==> src/hw/rtl/cpst_pkg.sv <==
package cpst_pkg;

  // Table geometry.
  localparam int ROWS  = 1024;
  localparam int ROW_W = (ROWS > 1) ? $clog2(ROWS) : 1;

  // Rows as a signed value in the width of a y difference.
  localparam logic signed [16:0] ROWS_S = 17'(ROWS);

  // Width of the signed 18.16 x accumulator and of the slope.
  localparam int XW = 34;

  // Restoring divider: one quotient bit per cycle.
  localparam int DIV_STEPS = 32;
  localparam int DIV_CNT_W = $clog2(DIV_STEPS);

  // Empty row markers.
  localparam logic signed [15:0] EMPTY_LEFT  = 16'sh7fff;
  localparam logic signed [15:0] EMPTY_RIGHT = 16'sh8000;

  // Operation codes.
  typedef enum logic [1:0] {
    OP_CLEAR = 2'd0,
    OP_ADD   = 2'd1,
    OP_READ  = 2'd2,
    OP_NOP   = 2'd3
  } op_e;

  // One table row.
  typedef struct packed {
    logic signed [15:0] left;
    logic signed [15:0] right;
  } span_t;

  // Table write port.
  typedef struct packed {
    logic             en;
    logic [ROW_W-1:0] addr;
    span_t            data;
  } wr_t;

  // Table read port.
  typedef struct packed {
    logic             en;
    logic [ROW_W-1:0] addr;
  } rd_t;

  // Divider start request: magnitude of the numerator, divisor and sign.
  typedef struct packed {
    logic        start;
    logic [31:0] num_mag;
    logic [15:0] den;
    logic        neg;
  } div_req_t;

  // Saturate an 18-bit signed integer to 16 bits.
  function automatic logic signed [15:0] sat16(input logic signed [17:0] v);
    logic signed [15:0] r;
    if (v > 18'sd32767) begin
      r = 16'sh7fff;
    end else if (v < -18'sd32768) begin
      r = 16'sh8000;
    end else begin
      r = v[15:0];
    end
    return r;
  endfunction

endpackage

==> src/hw/rtl/cpst_div.sv <==
// Sequential restoring divider for the edge slope.
// The quotient magnitude is truncated, which with the sign applied afterward
// gives truncation toward zero.
module cpst_div (
  input  logic                          clk_i,
  input  logic                          rst_ni,
  input  cpst_pkg::div_req_t            req_i,
  output logic                          done_o,
  output logic signed [cpst_pkg::XW-1:0] quo_o
);

  logic                           busy_q, busy_d;
  logic                           done_q, done_d;
  logic [cpst_pkg::DIV_CNT_W-1:0] cnt_q, cnt_d;
  logic [15:0]                    rem_q, rem_d;
  logic [31:0]                    quo_q, quo_d;
  logic [15:0]                    den_q, den_d;
  logic                           neg_q, neg_d;
  logic [16:0]                    rem_sh;
  logic                           fits;
  logic [16:0]                    rem_sub;
  logic signed [cpst_pkg::XW-1:0] mag;

  // One trial subtraction per cycle.
  always_comb begin
    rem_sh  = {rem_q, quo_q[31]};
    fits    = rem_sh >= {1'b0, den_q};
    rem_sub = rem_sh - {1'b0, den_q};
  end

  always_comb begin
    busy_d = busy_q;
    done_d = 1'b0;
    cnt_d  = cnt_q;
    rem_d  = rem_q;
    quo_d  = quo_q;
    den_d  = den_q;
    neg_d  = neg_q;
    if (req_i.start) begin
      busy_d = 1'b1;
      cnt_d  = '0;
      rem_d  = '0;
      quo_d  = req_i.num_mag;
      den_d  = req_i.den;
      neg_d  = req_i.neg;
    end else if (busy_q) begin
      quo_d = {quo_q[30:0], fits};
      rem_d = fits ? rem_sub[15:0] : rem_sh[15:0];
      cnt_d = cnt_q + 1'b1;
      if (cnt_q == cpst_pkg::DIV_CNT_W'(cpst_pkg::DIV_STEPS - 1)) begin
        busy_d = 1'b0;
        done_d = 1'b1;
      end
    end
  end

  always_ff @(posedge clk_i or negedge rst_ni) begin
    if (!rst_ni) begin
      busy_q <= 1'b0;
      done_q <= 1'b0;
      cnt_q  <= '0;
    end else begin
      busy_q <= busy_d;
      done_q <= done_d;
      cnt_q  <= cnt_d;
    end
  end

  always_ff @(posedge clk_i) begin
    rem_q <= rem_d;
    quo_q <= quo_d;
    den_q <= den_d;
    neg_q <= neg_d;
  end

  // Apply the sign to the finished magnitude.
  assign mag    = $signed({2'b00, quo_q});
  assign quo_o  = neg_q ? -mag : mag;
  assign done_o = done_q;

endmodule

==> config.mk <==
export PLATFORM = sky130hd
export DESIGN_NAME = cpst_div
export DESIGN_NICKNAME = d
export VERILOG_FILES = /design/src/hw/rtl/cpst_pkg.sv /design/src/hw/rtl/cpst_div.sv
export SDC_FILE = /design/constraint.sdc
export NUM_CORES = 1
export LEC_CHECK = 0
export ABC_AREA = 0
export BUFFER_PORTS_ARGS = -buffer_cell sky130_fd_sc_hd__buf_2
export CORE_UTILIZATION = 40
export CTS_CLUSTER_SIZE = 24
export DETAILED_ROUTE_END_ITERATION = 12
export GPL_ROUTABILITY_DRIVEN = 1
export PLACE_DENSITY_LB_ADDON = 0.08
export SKIP_CTS_REPAIR_TIMING = 1
export SKIP_LAST_GASP = 1
export SYNTH_ARGS = -nofsm -noshare
export SYNTH_HDL_FRONTEND = slang
export SYNTH_SLANG_ARGS = --single-unit
==> constraint.sdc <==
create_clock -name clk_i -period 5.4 [get_ports clk_i]
set_input_delay 0.54 -clock clk_i [delete_from_list [all_inputs] [get_ports clk_i]]
set_output_delay 0.54 -clock clk_i [all_outputs]
set_load 0.02 [all_outputs]
**Word level (Yosys, flattened, before mapping)**

Index checks and enable logic that the tools add are counted.

- Logic and storage cells: 25
- Output and inout bits: 35
- Register bits after elaboration: 72

- Add/sub/neg operators: 3
- Magnitude comparators: 1
- Multiplexer cells: 12
- Reduce and logical (&&, ||, !) cells: 1
- Equal/unequal tests: 1

Operators with widths:

| cell | number |
|---|---|
| $mux W32 | 2 |
| $mux W34 | 1 |
| $neg A32 Y34 | 1 |
| $ge A17 B16 Y1 | 1 |
| $mux W16 | 1 |
| $sub A16 B16 Y16 | 1 |
| $mux W5 | 2 |
| $mux W1 | 6 |
| $add A5 B1 Y5 const B | 1 |
| $eq A5 B5 Y1 const B | 1 |
| $reduce_bool A2 Y1 | 1 |

**Logic depth before layout (Yosys ltp)**

Gate-level depths: netlist of run 1.

- Word-level depth: 4
- Mapped depth: 10
- Gate-level depth less buffers: 9

**Least setup slack after synthesis of run 1**

Ideal clock, no wire load.

- Path type: reg2out
- Start: register quo_q[4]
- End: output quo_o[31] (netlist name)
- Arrival time: 2117 ps
- Cell stages (with the launch flop): 7
- Path slack: 2743 ps
- Path through: edfxtp_1 or4_4 nor2_4 nand4_4 or3_4 o41ai_4 xnor2_1

- Cells in the longest elaborated chain, start to end: 2

RTL lines:

| item | RTL line | text |
|---|---|---|
| start: declaration | cpst_div.sv:16 | `logic [31:0] quo_q, quo_d;` |
| start signal: assignment | cpst_div.sv:71 | `quo_q <= quo_d;` |
| $neg A32 Y34 | cpst_div.sv:78 | `assign quo_o = neg_q ? -mag : mag;` |
| $mux W34 | cpst_div.sv:78 |  |
| end: declaration | cpst_div.sv:9 | `output logic signed [cpst_pkg::XW-1:0] quo_o` |

Every way passes these cells.

**Worst setup path in the final report of run 1**

- Start: register quo_q[5]
- End: output quo_o[31] (netlist name)

Same word-level chain as after synthesis.

==> results of run 1 <==
==> worst reg2reg max path: stages (launching register included) <==
cell and delay, ps:
edfxtp_1 310, inv_1 60, ha_1 470, nand3_1 210
nor4_2 310, a2111oi_4 90, a21oi_2 660, nand4b_1 220
a311oi_1 280
==> power by group through the flow <==
stage / clock network (uW) / logic (uW) / registers [uW]
after CTS: 545 / 299 / 676
after global placement: 0 / 296 / 686
after global routing: 565 / 324 / 682
final: 527 / 295 / 675
after detailed placement: 0 / 298 / 687
after floorplan: 0 / 213 / 672
==> cell type report <==
cell class                 instances  area, um2  share of cell area
inverter                          29        109              0.0205
clock buffer                      12        236              0.0446
tap                              140        175              0.0330
timing repair buffer              89        453              0.0853
sequential                        72       1970               0.371
clock inverter                     4       21.3             0.00401
multi-input combinational        308       2350               0.442
==> cells by family after synthesis <==
group / after synthesis / synth area share
fa+ha+maj: 20 / 0.0570
simple gates: 115 / 0.131
buf+inv: 50 / 0.0459
flops: 72 / 0.435
mux: 33 / 0.0811
xor+xnor: 43 / 0.0833
compound gates: 97 / 0.166
==> metrics by stage <==
step	hold slack, ps	instance area [um2]
after CTS	19.7	5310
final	24.6	5310
after detailed placement	382	5050
after global placement	380	5050
after global routing	22.9	5310
after floorplan	244	4520
==> worst paths after layout <==
path	cells past startpoint	endpoint	from	slack, ps
max	7	quo_o[31]	quo_q[5]	2170
min	1	cnt_q[2]	rst_ni	20
max reg2reg	8	rem_q[15]	den_q[10]	2690
min reg2reg	2	rem_q[7]	rem_q[6]	500
max in group asynchronous	1	done_o	rst_ni	5220
min in group clk_i	1	den_q[5]	req_i[6]	370
==> registers in the layout (all words and copies together) (netlist names) <==
register / count
rem_q: 16
neg_q: 1
busy_q: 1
cnt_q: 5
den_q: 16
quo_q: 32
done_o: 1
==> cells in the final DEF, fill, tap and decap left out, types with 4 or more instances in the layout <==
cell type  count
nor3_1        10
dfxtp_1       16
inv_1         28
buf_2         86
nor2_1        23
clkbuf_16      9
o31ai_1        9
a21o_1         5
mux2i_1        4
dfrtp_1        7
edfxtp_1      49
o21ai_0       21
xnor2_1       29
and3_1         5
ha_1          19
nand4_1        7
or3_1          6
mux2_2        29
a21boi_0       6
xor2_1        14
nand2_1       39
a21oi_1       11
nand3_1        7
a311oi_1       8
==> metal layers <==
layer | track usage | wire length [um]
met5 | 0 | 0
met4 | 0.0811 | 130
met3 | 0.0307 | 473
met2 | 0.298 | 4740
met1 | 0.229 | 4610
==> flow_metrics.env, run 1 <==
export IMPL_period_needed_ps=3230
export IMPL_synthTopCellsByCount="edfxtp_1, nand2_1, mux2_2, xnor2_1, inv_1"
export IMPL_cp_data_required_time_ps=4860
export IMPL_dp_cells=638
export IMPL_synth_edff_count=49
export IMPL_routed_wl_um=9950
export IMPL_hold_viol_final=0
export IMPL_crit_chain="or4_4 > nor2_4 > nand4_4 > or3_4 > o41ai_4 > xnor2_1 > buf_2"
export IMPL_clock_root_buffer="clkbuf_16"
export IMPL_routedWlPerCell_um=15.2
export IMPL_synth_cell_type_count=66
export IMPL_vias=3472
export IMPL_syn_cell_area_mm2=0.00452
export IMPL_finalClockSkew_ps=9.67
export IMPL_setup_tns_ps=0
export IMPL_max_slew_worst_pin_slew_ps=1040
export IMPL_fin_util=0.485
export IMPL_intPower_uw=1070
export IMPL_dp_hpwl_um=7300
export IMPL_synth_fp_nets=502
export IMPL_hold_path_class="in -> async"
export IMPL_dr_first_iter_drc_count=158
export IMPL_ys_ff_latch=72
export IMPL_nets=581
export IMPL_portBuffers=86
export IMPL_crit_family="simple AND/OR/NAND/NOR gates"
export IMPL_worstSetupStartpointType="flop"
export IMPL_grt_ovfl_total=0
export IMPL_vdd_drop_max_mv=0.143
export IMPL_antenna_found_initial=0
export IMPL_grt_pass1_vias=3333
export IMPL_post_route_period_util=0.599
export IMPL_ios=87
export IMPL_dp_slack_ps=2530
export IMPL_critPathBufInv=1
export IMPL_n_antenna_cell=0
export IMPL_criticalPathCategory="reg -> out"
export IMPL_async_flop_share=0.0972
export IMPL_rsz0062_at_grt="no"
export IMPL_numCtsBuffers=9
export IMPL_leakagePower_uw=0.00228
export IMPL_start_util=0.413
export IMPL_grt_pass1_wl_um=16100
export IMPL_seq_power_share=0.451
export IMPL_pwr_share_comb=0.197
export IMPL_power_net_switching_uw=426
export IMPL_power_per_cell_area_mw_per_mm2=282
export IMPL_area_growth_syn_to_layout_pct=17.4
export IMPL_status="complete, no violations"
export IMPL_max_freq_mhz=309
export IMPL_cts_sinks=72
export IMPL_path_clk_slew_ps=60
export IMPL_cp_arrival_ps=2690
export IMPL_fillers=1057
export IMPL_cts_max_path_buffers=2
export IMPL_clkLatencyLatePin_ps=340
export IMPL_clkPwrFrac=0.352
export IMPL_worst_slack_ps=2170
export IMPL_stdcell_count=654
export IMPL_syn_area_per_cell_um2=10.5
export IMPL_drive_gt1_frac=0.286
export IMPL_worstPathMaxFanout=6
export IMPL_vias_per_cell=5.31
export IMPL_setup_viol=0
export IMPL_syn_inst=430
export IMPL_die_area_mm2=0.0117
export IMPL_cts_max_level=3
export IMPL_yosysMostFrequentCell="edfxtp_1"
export IMPL_finalMaxSlewViolations=0
export IMPL_synth_main_ff_cell="edfxtp_1"
export IMPL_finalPower_uw=1500
export IMPL_cp_end_kind="output port"
export IMPL_synth_top_area_cell="edfxtp_1"
export IMPL_firstDrtPassIters=4
export IMPL_synthDominantCellAreaShare=0.325
export IMPL_relSlewSlack=0.307
export IMPL_gp_congestion=0.847
export IMPL_cap_viol_max_count=0
export IMPL_yosys_warnings=0
export IMPL_grt_max_degree=42
export IMPL_die_w_um=108
export IMPL_yosysSeqAreaShare=0.435
export IMPL_rows=38
export IMPL_critical_path_max_stage_delay_ps=570
export IMPL_synth_area_leaders="edfxtp_1, mux2_2, dfxtp_1"
export IMPL_p_sw_frac=0.285
export IMPL_coreArea_mm2=0.0109
export IMPL_grt_util_all_layers=0.180
export IMPL_die_h_um=108
export IMPL_postRouteAntennaNets=0
export IMPL_cp_slowest_cell="or4_4"
export IMPL_drc=0
export IMPL_cts_tree="built"
(Power assumes the default switching activity.)
==> run 2, diff against run 1 <==
clock period = 2.6 ns   (was 5.4 ns; I/O delays follow)
==> run 2 against run 1 <==
Against the previous run:
- the run now ends with setup timing left
- final cell count up 4.9%
- cell area up 6.9%
- critical endpoint is now quo_o[11]
- utilization up 3.3 points
- sequential power up 110%
- critical path type unchanged
- die area unchanged
- via count up 3.6%
==> flow_metrics.env, run 2 (synthesis results as in run 1) <==
export IMPL_cts_tree="built"
export IMPL_routed_wl_um=10600
export IMPL_cts_sinks=72
export IMPL_vias_per_cell=5.24
export IMPL_max_freq_mhz=357
export IMPL_largest_reg_flops=32
export IMPL_fillers=1040
export IMPL_cpMostUsedCell="buf_4"
export IMPL_area_growth_syn_to_layout_pct=25.5
export IMPL_power_per_cell_area_mw_per_mm2=585
export IMPL_die_w_um=108
export IMPL_violations="setup timing"
export IMPL_drc=0
export IMPL_status="complete, but fails checks"
export IMPL_crit_family="simple AND/OR/NAND/NOR gates"
export IMPL_grt_ovfl_total=0
export IMPL_firstDrtPassIters=4
export IMPL_cap_viol_max_count=0
export IMPL_antenna_found_initial=0
export IMPL_n_antenna_cell=0
export IMPL_start_util=0.413
export IMPL_dr_first_iter_drc_count=119
export IMPL_fin_util=0.519
export IMPL_grt_util_all_layers=0.190
export IMPL_leakagePower_uw=0.00247
export IMPL_rsz0062_at_grt="yes"
export IMPL_relSlewSlack=0.618
export IMPL_grt_pass1_vias=3538
export IMPL_dp_cells=662
export IMPL_path_clk_slew_ps=60
export IMPL_setup_viol=13
export IMPL_finalMaxSlewViolations=0
export IMPL_dp_hpwl_um=7900
export IMPL_portBuffers=86
export IMPL_placed_area_mm2=0.00523
export IMPL_postRouteAntennaNets=0
export IMPL_cp_arrival_ps=2540
export IMPL_worst_slack_ps=-199
export IMPL_finalClockSkew_ps=6.46
export IMPL_cp_data_required_time_ps=2340
export IMPL_cp_end_kind="output port"
export IMPL_regMostFlops="quo_q"
export IMPL_fin_area_mm2=0.00567
export IMPL_largestRegisters="quo_q x32, den_q x16, rem_q x16"
export IMPL_final_cell_mix="buf_2, edfxtp_1, buf_4, nand2_1, mux2_2"
export IMPL_ios=87
export IMPL_grt_pass1_wl_um=17000
export IMPL_critPathBufInv=2
export IMPL_drive_gt1_frac=0.341
export IMPL_period_needed_ps=2800
export IMPL_cts_max_level=3
export IMPL_layout_commonest_cell="buf_2"
export IMPL_cp_slowest_cell="or4_4"
export IMPL_worstSetupStartpointType="flop"
export IMPL_vias=3598
export IMPL_hold_path_class="in -> reg"
export IMPL_worstPathMaxFanout=5
export IMPL_die_area_mm2=0.0117
export IMPL_routedWlPerCell_um=15.5
export IMPL_stdcell_count=686
export IMPL_critical_path_max_stage_delay_ps=560
export IMPL_grt_max_degree=41
export IMPL_cts_max_path_buffers=2
export IMPL_gp_congestion=0.869
export IMPL_max_slew_worst_pin_slew_ps=572
export IMPL_rows=38
export IMPL_hold_viol_final=0
export IMPL_criticalPathCategory="reg -> out"
export IMPL_post_route_period_util=1.08
export IMPL_numCtsBuffers=9
export IMPL_die_h_um=108
export IMPL_vdd_drop_max_mv=0.254
export IMPL_clock_root_buffer="clkbuf_16"
export IMPL_clkLatencyLatePin_ps=340
export IMPL_coreArea_mm2=0.0109
export IMPL_crit_chain="or4_4 > nor2_4 > buf_4 > nand2_2 > or3_4 > o31a_1 > xor2_1 > buf_4"
export IMPL_nets=613
[run 2: cell type report]
class	count	area, um2	area share
clock buffers	11	243	0.0428
clock inverters	5	46.3	0.00816
inverters	29	109	0.0192
multi-input cells	308	2400	0.424
flip-flops and latches	72	1970	0.347
well taps	140	175	0.0309
repair buffers	121	727	0.128
[run 2: worst register-to-register path: cells and delay by family, from the launching register on]
family,cells,cell delay [ps]
buffers and inverters,2,230
AND/OR/NAND/NOR,1,210
XOR/XNOR,1,120
flip-flops,1,360
adder cells (fa/ha/maj),1,270
AO/OA/AOI/OAI,4,1140
[run 2: final timing paths]
| kind | start | end | slack (ps) | cells past startpoint |
|---|---|---|---|---|
| setup / recovery | quo_q[5] | quo_o[11] | -200 | 8 |
| hold / removal | req_i[0] | neg_q | 90 | 1 |
| setup reg to reg | den_q[4] | rem_q[14] | 180 | 9 |
| hold reg to reg | rem_q[5] | rem_q[6] | 510 | 2 |
| max in group asynchronous | rst_ni | busy_q | 2150 | 2 |
| min in group asynchronous | rst_ni | cnt_q[3] | 290 | 2 |
[run 2: where the power goes]
group          leakage [uW]  total (uW)  switching (uW)  internal [uW]
Clock              0.000142        1220             464            757
Combinational       0.00160         713             387            326
Sequential         0.000728        1390            68.7           1320
[run 2: stage by stage]
stage                     power [uW]  TNS (ps)  hold WS [ps]  setup slack, ps
after detailed placement        2090         0           107             27.0
final                           3320     -1440          93.0             -199
after CTS                       3330     -1660          -253             -245
after global placement          2080         0           100             74.0
after floorplan                 1840         0         -35.6              223
after global routing            3450     -3500          88.0             -298
[run 2: routing by layer]
layer  global-route usage  up-vias  wire length (um)
met3               0.0265       18               525
met1                0.242     1672              4870
met4               0.0994        0               247
li1                     -     1811                 -
met5                    0        -                 0
met2                0.314       97              4980
